`src/hw/rtl/ipcs_pkg.sv`:
```
// Package for the IPv4/UDP checksum engine.
// Holds the word widths, the datagram word positions and the ones'-complement add.
// No dependencies.
package ipcs_pkg;

  localparam int WORD_W = 16;
  localparam int POS_W  = 4;

  typedef logic [WORD_W-1:0] word_t;
  typedef logic [POS_W-1:0]  pos_t;

  // Datagram layout, in 16-bit words from the start of the IPv4 header.
  localparam pos_t POS_TOT_LEN   = 4'd1;
  localparam pos_t POS_PROTO     = 4'd4;
  localparam pos_t POS_IP_CSUM   = 4'd5;
  localparam pos_t POS_SRC_ADDR  = 4'd6;
  localparam pos_t IP_HDR_WORDS  = 4'd10;
  localparam pos_t POS_UDP_CSUM  = 4'd13;
  localparam pos_t POS_SAT       = 4'd14;

  localparam int   IP_HDR_BYTES  = 20;
  localparam int   UDP_HDR_BYTES = 8;

  // A datagram whose last word sits before this position lacks part of the UDP header.
  localparam pos_t SHORT_LIMIT = pos_t'(IP_HDR_WORDS + UDP_HDR_BYTES / 2 - 1);

  localparam word_t LEN_ADJUST = word_t'(IP_HDR_BYTES);
  localparam word_t ALL_ONES   = {WORD_W{1'b1}};
  localparam word_t PROTO_MASK = word_t'(8'hFF);
  localparam word_t HIGH_MASK  = word_t'(16'hFF00);

  // Ones'-complement add with end-around carry.
  function automatic word_t oc_add(input word_t a, input word_t b);
    logic [WORD_W:0] s;
    s = {1'b0, a} + {1'b0, b};
    return s[WORD_W-1:0] + word_t'(s[WORD_W]);
  endfunction

endpackage

```
`src/hw/rtl/ipv4_udp_checksum_engine_core.sv`:
```
// IPv4/UDP checksum engine, top level.
// Depends on ipcs_pkg for widths, word positions and the ones'-complement add.
//
// Usage: an IPv4 datagram enters on the in_ channel one big-endian 16-bit word
// per item, the IPv4 header taking words 0 to 9 and the UDP header words 10 to 13.
// in_last marks the final word; with in_odd_tail also set, its low byte is taken
// as zero. For each datagram exactly one item leaves on the out_ channel: the
// complemented IPv4 header sum, the UDP checksum over pseudo header and segment
// (a zero result is sent as 0xFFFF), and a flag that is set when the datagram
// ended before the UDP header was complete. Words other than the last give no item.
// Both channels use valid and stall; an item moves at an edge where valid is high
// and stall is low.
// The last word is taken into the input register when it is accepted, and its
// result is written into the result register once that register can take an
// item. An item is accepted in every cycle in which in_stall is low; each word
// costs one 16-bit end-around add per sum, done between the input register and
// the result register.
// After reset both sums and the word position are zero and no result is held.
// When the receiver stalls, the result register holds its item; the input
// register keeps advancing ordinary words and only halts on a last word that
// cannot yet be written, at which point in_stall is raised.
module ipv4_udp_checksum_engine_core (
  input  logic                       clk,
  input  logic                       rst_n,
  input  logic                       in_valid,
  output logic                       in_stall,
  input  logic [ipcs_pkg::WORD_W-1:0] in_word,
  input  logic                       in_odd_tail,
  input  logic                       in_last,
  output logic                       out_valid,
  input  logic                       out_stall,
  output logic [ipcs_pkg::WORD_W-1:0] out_ip_checksum,
  output logic [ipcs_pkg::WORD_W-1:0] out_udp_checksum,
  output logic                       out_short_packet
);
  import ipcs_pkg::*;

  // Input register.
  logic  s1_valid_r;
  word_t s1_word_r;
  logic  s1_odd_tail_r;
  logic  s1_last_r;

  // Running state of the current datagram.
  pos_t  pos_r, pos_nxt;
  word_t hdr_sum_r, hdr_sum_nxt;
  word_t seg_sum_r, seg_sum_nxt;

  // Result register.
  logic  out_valid_r;
  word_t out_ip_r, out_ip_nxt;
  word_t out_udp_r, out_udp_nxt;
  logic  out_short_r, out_short_nxt;

  logic  out_free;
  logic  s1_go;
  word_t w_eff;
  word_t seg_term;
  logic  hdr_add;
  logic  seg_add;
  word_t hdr_upd;
  word_t seg_upd;

  // The result register can take a new item when it is empty or being emptied.
  assign out_free = !out_valid_r || !out_stall;
  // Ordinary words never wait; only a last word needs room in the result register.
  assign s1_go    = s1_valid_r && (!s1_last_r || out_free);
  assign in_stall = s1_valid_r && !s1_go;

  always_comb begin
    // The odd-tail byte is zeroed only on the final word.
    w_eff = (s1_last_r && s1_odd_tail_r) ? (s1_word_r & HIGH_MASK) : s1_word_r;

    hdr_add  = (pos_r < IP_HDR_WORDS) && (pos_r != POS_IP_CSUM);
    seg_add  = 1'b0;
    seg_term = w_eff;
    if (pos_r < IP_HDR_WORDS) begin
      if (pos_r == POS_TOT_LEN) begin
        // Pseudo header length is the IP total length less the header.
        seg_add  = 1'b1;
        seg_term = w_eff - LEN_ADJUST;
      end else if (pos_r == POS_PROTO) begin
        seg_add  = 1'b1;
        seg_term = w_eff & PROTO_MASK;
      end else if (pos_r >= POS_SRC_ADDR) begin
        seg_add  = 1'b1;
      end
    end else begin
      seg_add = (pos_r != POS_UDP_CSUM);
    end

    hdr_upd = hdr_add ? oc_add(hdr_sum_r, w_eff) : hdr_sum_r;
    seg_upd = seg_add ? oc_add(seg_sum_r, seg_term) : seg_sum_r;

    out_ip_nxt    = ~hdr_upd;
    out_udp_nxt   = (~seg_upd == '0) ? ALL_ONES : ~seg_upd;
    out_short_nxt = (pos_r < SHORT_LIMIT);

    pos_nxt     = pos_r;
    hdr_sum_nxt = hdr_sum_r;
    seg_sum_nxt = seg_sum_r;
    if (s1_go) begin
      if (s1_last_r) begin
        pos_nxt     = '0;
        hdr_sum_nxt = '0;
        seg_sum_nxt = '0;
      end else begin
        pos_nxt     = (pos_r < POS_SAT) ? pos_r + pos_t'(1) : POS_SAT;
        hdr_sum_nxt = hdr_upd;
        seg_sum_nxt = seg_upd;
      end
    end
  end

  // Control state.
  always_ff @(posedge clk) begin
    if (!rst_n) begin
      s1_valid_r  <= 1'b0;
      out_valid_r <= 1'b0;
      pos_r       <= '0;
      hdr_sum_r   <= '0;
      seg_sum_r   <= '0;
    end else begin
      if (!in_stall) begin
        s1_valid_r <= in_valid;
      end
      if (s1_go && s1_last_r) begin
        out_valid_r <= 1'b1;
      end else if (!out_stall) begin
        out_valid_r <= 1'b0;
      end
      pos_r     <= pos_nxt;
      hdr_sum_r <= hdr_sum_nxt;
      seg_sum_r <= seg_sum_nxt;
    end
  end

  // Payload registers.
  always_ff @(posedge clk) begin
    if (in_valid && !in_stall) begin
      s1_word_r     <= in_word;
      s1_odd_tail_r <= in_odd_tail;
      s1_last_r     <= in_last;
    end
    if (s1_go && s1_last_r) begin
      out_ip_r    <= out_ip_nxt;
      out_udp_r   <= out_udp_nxt;
      out_short_r <= out_short_nxt;
    end
  end

  assign out_valid        = out_valid_r;
  assign out_ip_checksum  = out_ip_r;
  assign out_udp_checksum = out_udp_r;
  assign out_short_packet = out_short_r;

endmodule
```
`config.mk`:
```
export PLATFORM = sky130hd
export DESIGN_NAME = ipv4_udp_checksum_engine_core
export DESIGN_NICKNAME = d
export VERILOG_FILES = /design/src/hw/rtl/ipcs_pkg.sv /design/src/hw/rtl/ipv4_udp_checksum_engine_core.sv
export SDC_FILE = /design/constraint.sdc
export NUM_CORES = 1
export LEC_CHECK = 0
export ABC_AREA = 1
export BUFFER_PORTS_ARGS = -buffer_cell sky130_fd_sc_hd__buf_4
export CAP_MARGIN = 0
export CORE_AREA = 2 2 115 139
export DETAILED_ROUTE_END_ITERATION = 8
export DIE_AREA = 0 0 117 141
export HOLD_SLACK_MARGIN = 0.12
export SETUP_SLACK_MARGIN = 0.02
export SYNTH_ARGS = -nofsm -noshare
export SYNTH_HDL_FRONTEND = slang
export SYNTH_SLANG_ARGS = --single-unit
```
`constraint.sdc`:
```
create_clock -name clk -period 5.7 [get_ports clk]
set_input_delay 0 -clock clk [delete_from_list [all_inputs] [get_ports clk]]
set_output_delay 0 -clock clk [all_outputs]
set_load 0.03 [all_outputs]
```
==> results.json, run 1 <==
{
  "startpoint_type": "flop",
  "setup-violations-final": 0,
  "clk_latency_ns": 0.35,
  "synth_edf_count": 51,
  "synth_ff_type": "edfxtp_1",
  "critPathCaptureType": "flop",
  "grt_overflow": 0,
  "max_slew_margin_pct": 26.36,
  "dp_hpwl_mm": 13.17,
  "total_power_w": 0.001581,
  "skew_ns": 0.008529,
  "viasPerCell": 5.028,
  "clk_path_buf_depth": 2,
  "drt_first_pass_iters": 6,
  "cts.sinks": 89,
  "rows": 50,
  "synthTopCellsByArea": "edfxtp_1 (23%), nand2_1 (16%), dfxtp_1 (12%)",
  "gp_congestion": 0.9047,
  "die_h_um": 141,
  "grt_pass1_wl_mm": 28.23,
  "cp_max_fo": 10,
  "synthDistinctLibCells": 50,
  "crit_required_ns": 5.92,
  "yosysWarnings": 0,
  "dieArea_mm2": 0.01650,
  "root_buffer": "clkbuf_16",
  "hold_viol": 0,
  "fmax_ghz": 0.1959,
  "synth.net_count": 989,
  "period_minus_slack_ns": 5.106,
  "power_frac_seq_pct": 45.4,
  "yosysTopAreaCell": "edfxtp_1",
  "path_class": "reg2reg",
  "crit_top_cell": "nand2_1",
  "wire_per_inst_um": 14.14,
  "n_antenna_cell": 0,
  "dp.cells": 1177,
  "finalWirelength_mm": 17.27,
  "max_stage_delay_ns": 0.45,
  "sw_frac_of_total_pct": 29.76,
  "async_flop_share_pct": 0,
  "place_ws_ns": 0.2939,
  "ios": 57,
  "drive_above_1_share_pct": 14.31,
  "placeableCoreArea_mm2": 0.01533,
  "synthDominantCellAreaShare_pct": 23.28,
  "cell_internal_pwr_w": 0.001111,
  "setup_ws_ns": 0.5943,
  "path_clk_slew_ns": 0.07,
  "cts_tree": "done",
  "grt_pass1_vias": 5932,
  "power_per_cell_area_mw_per_mm2": 203.3,
  "grt_max_degree": 38,
  "power_leakage_nw": 3.627,
  "syn_area_mm2": 0.006578,
  "start_util_pct": 42.91,
  "stdcell_count": 1221,
  "antenna_found_initial": 0,
  "holdWs_ns": 0.2933,
  "status": "completed",
  "grt_setup_unrepaired": "no",
  "combinationalPowerShare_pct": 18.9,
  "die_w_um": 117,
  "cp_slowest_cell": "edfxtp_1",
  "fin_nets": 1071,
  "setup-tns-final_ns": 0,
  "detail-route-antenna-nets": 0,
  "hold_class": "in2reg",
  "clkPwrFrac_pct": 35.6,
  "htreeDepth": 3,
  "worstPathArrival_ns": 5.33,
  "ys_seq_area_share_pct": 34.85,
  "power.switching_w": 0.0004705,
  "drt_iter0_markers": 279,
  "drc": 0,
  "grt_use_total_pct": 21.93,
  "max_cap_viol_count": 0,
  "tightest_slew_ns": 1.103,
  "synth-seq-cells": 89,
  "via_count": 6139,
  "numCtsBuffers": 9,
  "syn_avg_cell_area_um2": 7.103,
  "synthCells": 926,
  "io_buffer_count": 56,
  "finalCritPeriodShare_pct": 89.57,
  "area_growth_pct": 18.22,
  "maxSlewViolCount": 0,
  "irDropWorstVdd_uv": 111.3
}
==> critical path, delay by kind of cell, from the launching register on <==
kind	cells	cell delay (ns)
buf+inv	3	0.21
flops	1	0.45
simple gates	23	2.96
compound gates	5	0.79
fa+ha+maj	3	0.55
==> through the flow <==
stage	area, um^2	util (%)
final	7776	50.73
after global routing	7776	50.73
after CTS	7697	50.22
after detailed placement	7204	47.00
after global placement	7204	47.00
after floorplan	6578	-
==> path summary, 6_finish.rpt <==
check	slack [ns]	cells past startpoint	from	endpoint
worst max register to register	0.59	34	s1_last_r	out_udp_checksum[2]
worst max-delay path	0.59	34	s1_last_r	out_udp_checksum[2]
worst min register to register	0.49	2	hdr_sum_r[14]	hdr_sum_r[14]
worst min-delay path	0.29	9	out_stall	hdr_sum_r[1]
==> flip-flops by register name (all words and copies together) (netlist names) <==
| name | cells |
|---|---|
| pos_r | 4 |
| out_short_packet | 1 |
| out_udp_checksum | 16 |
| out_valid | 1 |
| seg_sum_r | 16 |
| s1_last_r | 1 |
| s1_odd_tail_r | 1 |
| s1_valid_r | 1 |
| s1_word_r | 16 |
| hdr_sum_r | 16 |
| out_ip_checksum | 16 |
==> synthesized netlist by cell type (4+ instances only) <==
master,instances
o21bai_1,4
dfxtp_1,38
inv_2,4
nor2_2,8
o21ai_0,37
nor3_1,13
nand4_1,18
nand3_1,69
xnor2_1,6
nor2_1,68
a21oi_1,62
nand2_1,273
o21ai_1,6
ha_1,39
nand3_2,5
edfxtp_1,51
inv_1,120
nand2_2,16
clkbuf_1,10
or2_2,12
nand3b_1,5
xor2_1,11
a31oi_1,5
==> power by group through the flow <==
stage / Combinational, W / Sequential, W / Clock [W]
2_1_floorplan: 0.000197 / 0.000741 / 0
3_3_place_gp: 0.000280 / 0.000733 / 0
3_5_place_dp: 0.000280 / 0.000733 / 0
4_1_cts: 0.000294 / 0.000719 / 0.000572
5_1_grt: 0.000338 / 0.000720 / 0.000600
6_report: 0.000299 / 0.000718 / 0.000563
==> cell families (layout without fill, tap and decap cells) <==
family | after synthesis | count (layout) | share of synthesized area (%)
AOI/OAI and AO/OA | 137 | 137 | 11.79
buffers and inverters | 142 | 228 | 8.484
and+or+nand+nor | 495 | 496 | 33.35
xor gates and xnor gates | 22 | 22 | 3.500
DFF | 89 | 89 | 34.85
adders and majority gates | 41 | 41 | 8.027
==> cell usage in the layout (no fill, tap or decap), types with 4 or more instances in the layout <==
cell type,instances
buf_4,65
nand3_2,5
nor2_1,64
nor2_2,11
nand2_1,273
o21bai_1,4
ha_1,39
clkbuf_16,9
nand4_1,18
xor2_1,11
nand3_1,69
a21oi_1,62
o21ai_1,6
edfxtp_1,51
dfxtp_1,38
inv_1,120
inv_2,4
nand3b_1,5
nor3_1,12
or2_2,12
o21ai_0,36
dlygate4sd3_1,22
a31oi_1,5
nand2_2,16
xnor2_1,6
==> repair_timing <==
item                                    CTS  global route
hold buffers                             22             0
endpoints found under the setup margin    0            17
hold endpoints to repair                 20             0
buffers inserted                          0             5
gates resized for setup                   0             8
==> metal layers <==
| layer | share of wire, % | wire length (um) | vias up | track usage [%] |
|---|---|---|---|---|
| met2 | 51 | 8887 | 92 | 38.88 |
| li1 | - | - | 3215 | - |
| met1 | 43 | 7439 | 2801 | 26.07 |
| met5 | 0 | 0 | - | 0 |
| met4 | 3.1 | 536 | 0 | 9.102 |
| met3 | 2.3 | 402 | 31 | 3.267 |
==> final cells by class <==
cell class | instances | area [um^2]
clock buffer | 11 | 232.7
clock inverter | 5 | 40.04
timing repair buffer | 87 | 708.2
sequential | 89 | 2292
inverter | 125 | 469.2
multi-input combinational | 696 | 3774
fill | 1549 | 7551
tap | 208 | 260.3
Power figures use the tool's default switching activity.
==> run 2: changes to the inputs <==
- clock period: 5.7 -> 6.3 ns (I/O delays scaled with it)
==> results.json, run 2 (synthesis gave the netlist of run 1 again) <==
{
  "wire_per_inst_um": 13.84,
  "crit_required_ns": 6.52,
  "io_buffer_count": 56,
  "stdcell_count": 1214,
  "clk_path_buf_depth": 2,
  "hold_viol": 0,
  "htreeDepth": 3,
  "r2r_start": "s1_last_r",
  "skew_ns": 0.007114,
  "root_buffer": "clkbuf_16",
  "total_power_w": 0.001460,
  "n_antenna_cell": 0,
  "drt_first_pass_iters": 5,
  "fin_nets": 1064,
  "detail-route-antenna-nets": 0,
  "holdWs_ns": 0.2733,
  "rows": 50,
  "power_per_cell_area_mw_per_mm2": 189.2,
  "area_growth_pct": 17.27,
  "drive_above_1_share_pct": 13.22,
  "power_leakage_nw": 3.612,
  "ios": 57,
  "grt_use_total_pct": 21.79,
  "ff_latch_area_mm2": 0.002292,
  "finalWirelength_mm": 16.80,
  "finalCritPeriodShare_pct": 85.32,
  "viasPerCell": 4.975,
  "dp.cells": 1176,
  "critPathCaptureType": "flop",
  "post_cts_buffers": 0,
  "cp_slowest_cell": "edfxtp_1",
  "final_cell_mix": "nand2_1 (273), inv_1 (120), nand3_1 (69), nor2_1 (66), a21oi_1 (62)",
  "r2r_end": "out_udp_checksum[3]",
  "grt_pass1_vias": 5829,
  "maxSlewViolCount": 0,
  "drt_iter0_markers": 299,
  "dpl-instance-area_mm2": 0.007197,
  "clk_latency_ns": 0.36,
  "status": "completed",
  "grt_pass1_wl_mm": 27.91,
  "irDropWorstVdd_uv": 108.5,
  "max_cap_viol_count": 0,
  "dp_hpwl_mm": 13.03,
  "antenna_found_initial": 0,
  "numCtsBuffers": 9,
  "rrSetupSlack_ns": 0.93,
  "holdPathStages": 9,
  "via_count": 6040,
  "worstPathArrival_ns": 5.60,
  "max_stage_delay_ns": 0.48,
  "max_slew_margin_pct": 27.17,
  "start_util_pct": 42.91,
  "fmax_ghz": 0.1861,
  "final_common_cell": "nand2_1",
  "path_class": "reg2reg",
  "period_minus_slack_ns": 5.375,
  "cts_tree": "done",
  "multi_input_area_mm2": 0.003732,
  "die_w_um": 117,
  "die_h_um": 141,
  "grt_setup_unrepaired": "no",
  "cp_max_fo": 15,
  "setup-tns-final_ns": 0,
  "n_fill_cell": 1557,
  "min_to": "hdr_sum_r[1]",
  "startpoint_type": "flop",
  "fin_area_mm2": 0.007714,
  "path_clk_slew_ns": 0.07,
  "hold_start": "out_stall",
  "hold_class": "in2reg",
  "setup-violations-final": 0,
  "crit_top_cell": "nand2_1",
  "cts.sinks": 89,
  "dieArea_mm2": 0.01650,
  "ff2ff_path_depth": 36,
  "drc": 0,
  "tightest_slew_ns": 1.091,
  "placeableCoreArea_mm2": 0.01533,
  "grt_max_degree": 38,
  "grt_overflow": 0,
  "gp_congestion": 0.9053
}
[run 2: power breakdown]
| group | total [W] | switching [W] | internal (W) |
|---|---|---|---|
| clock | 0.000545 | 0.000235 | 0.000310 |
| sequential | 0.000650 | 0.0000135 | 0.000637 |
| combinational | 0.000264 | 0.000169 | 0.0000951 |
| total | 0.00146 | 0.000418 | 0.00104 |
[run 2: worst max-delay path, delay by kind of cell (launching register included)]
kind / cells / cell delay (ns)
compound gates: 5 / 1.08
fa+ha+maj: 4 / 0.97
buf+inv: 6 / 0.46
flops: 1 / 0.48
simple gates: 21 / 2.24
[run 2: per-stage QoR]
step                worst slack, ns  util, %
floorplan                     1.597        -
global placement              1.096    46.96
detailed placement           0.9434    46.96
CTS                          0.8744    50.33
global route                 0.1878    50.33
finish                       0.9251    50.33
[run 2: layout make-up]
cell class | count | share of cell area, %
clock buffers | 11 | 3.017
clock inverters | 5 | 0.8273
inverters | 125 | 6.083
multi-input cells | 695 | 48.39
flip-flops and latches | 89 | 29.72
well taps | 208 | 3.374
repair buffers | 81 | 8.597
[run 2: per-layer routing]
metal  global-route usage (%)  vias up  part of all wire [%]
li1                         -     3195                     -
met1                    25.52     2741                    43
met2                    40.04       87                    53
met3                    2.709       17                   2.8
met4                    7.864        0                   1.9
met5                        0        -                     0
[run 2: how the worst max path moves through the flow]
stage                          from             endpoint  slack, ns
final                     s1_last_r  out_udp_checksum[3]       0.93
after detailed placement  s1_last_r  out_udp_checksum[2]       0.94
after global placement    s1_last_r  out_udp_checksum[3]       1.10
after floorplan           s1_last_r  out_udp_checksum[6]       1.60
after global routing      s1_last_r  out_udp_checksum[2]       0.19
after CTS                 s1_last_r  out_udp_checksum[2]       0.87
[run 2: what timing repair did]
| action | CTS | global route |
|---|---|---|
| hold endpoints to repair | 20 | 0 |
| hold buffers | 22 | 0 |
| resized for setup | 0 | 0 |
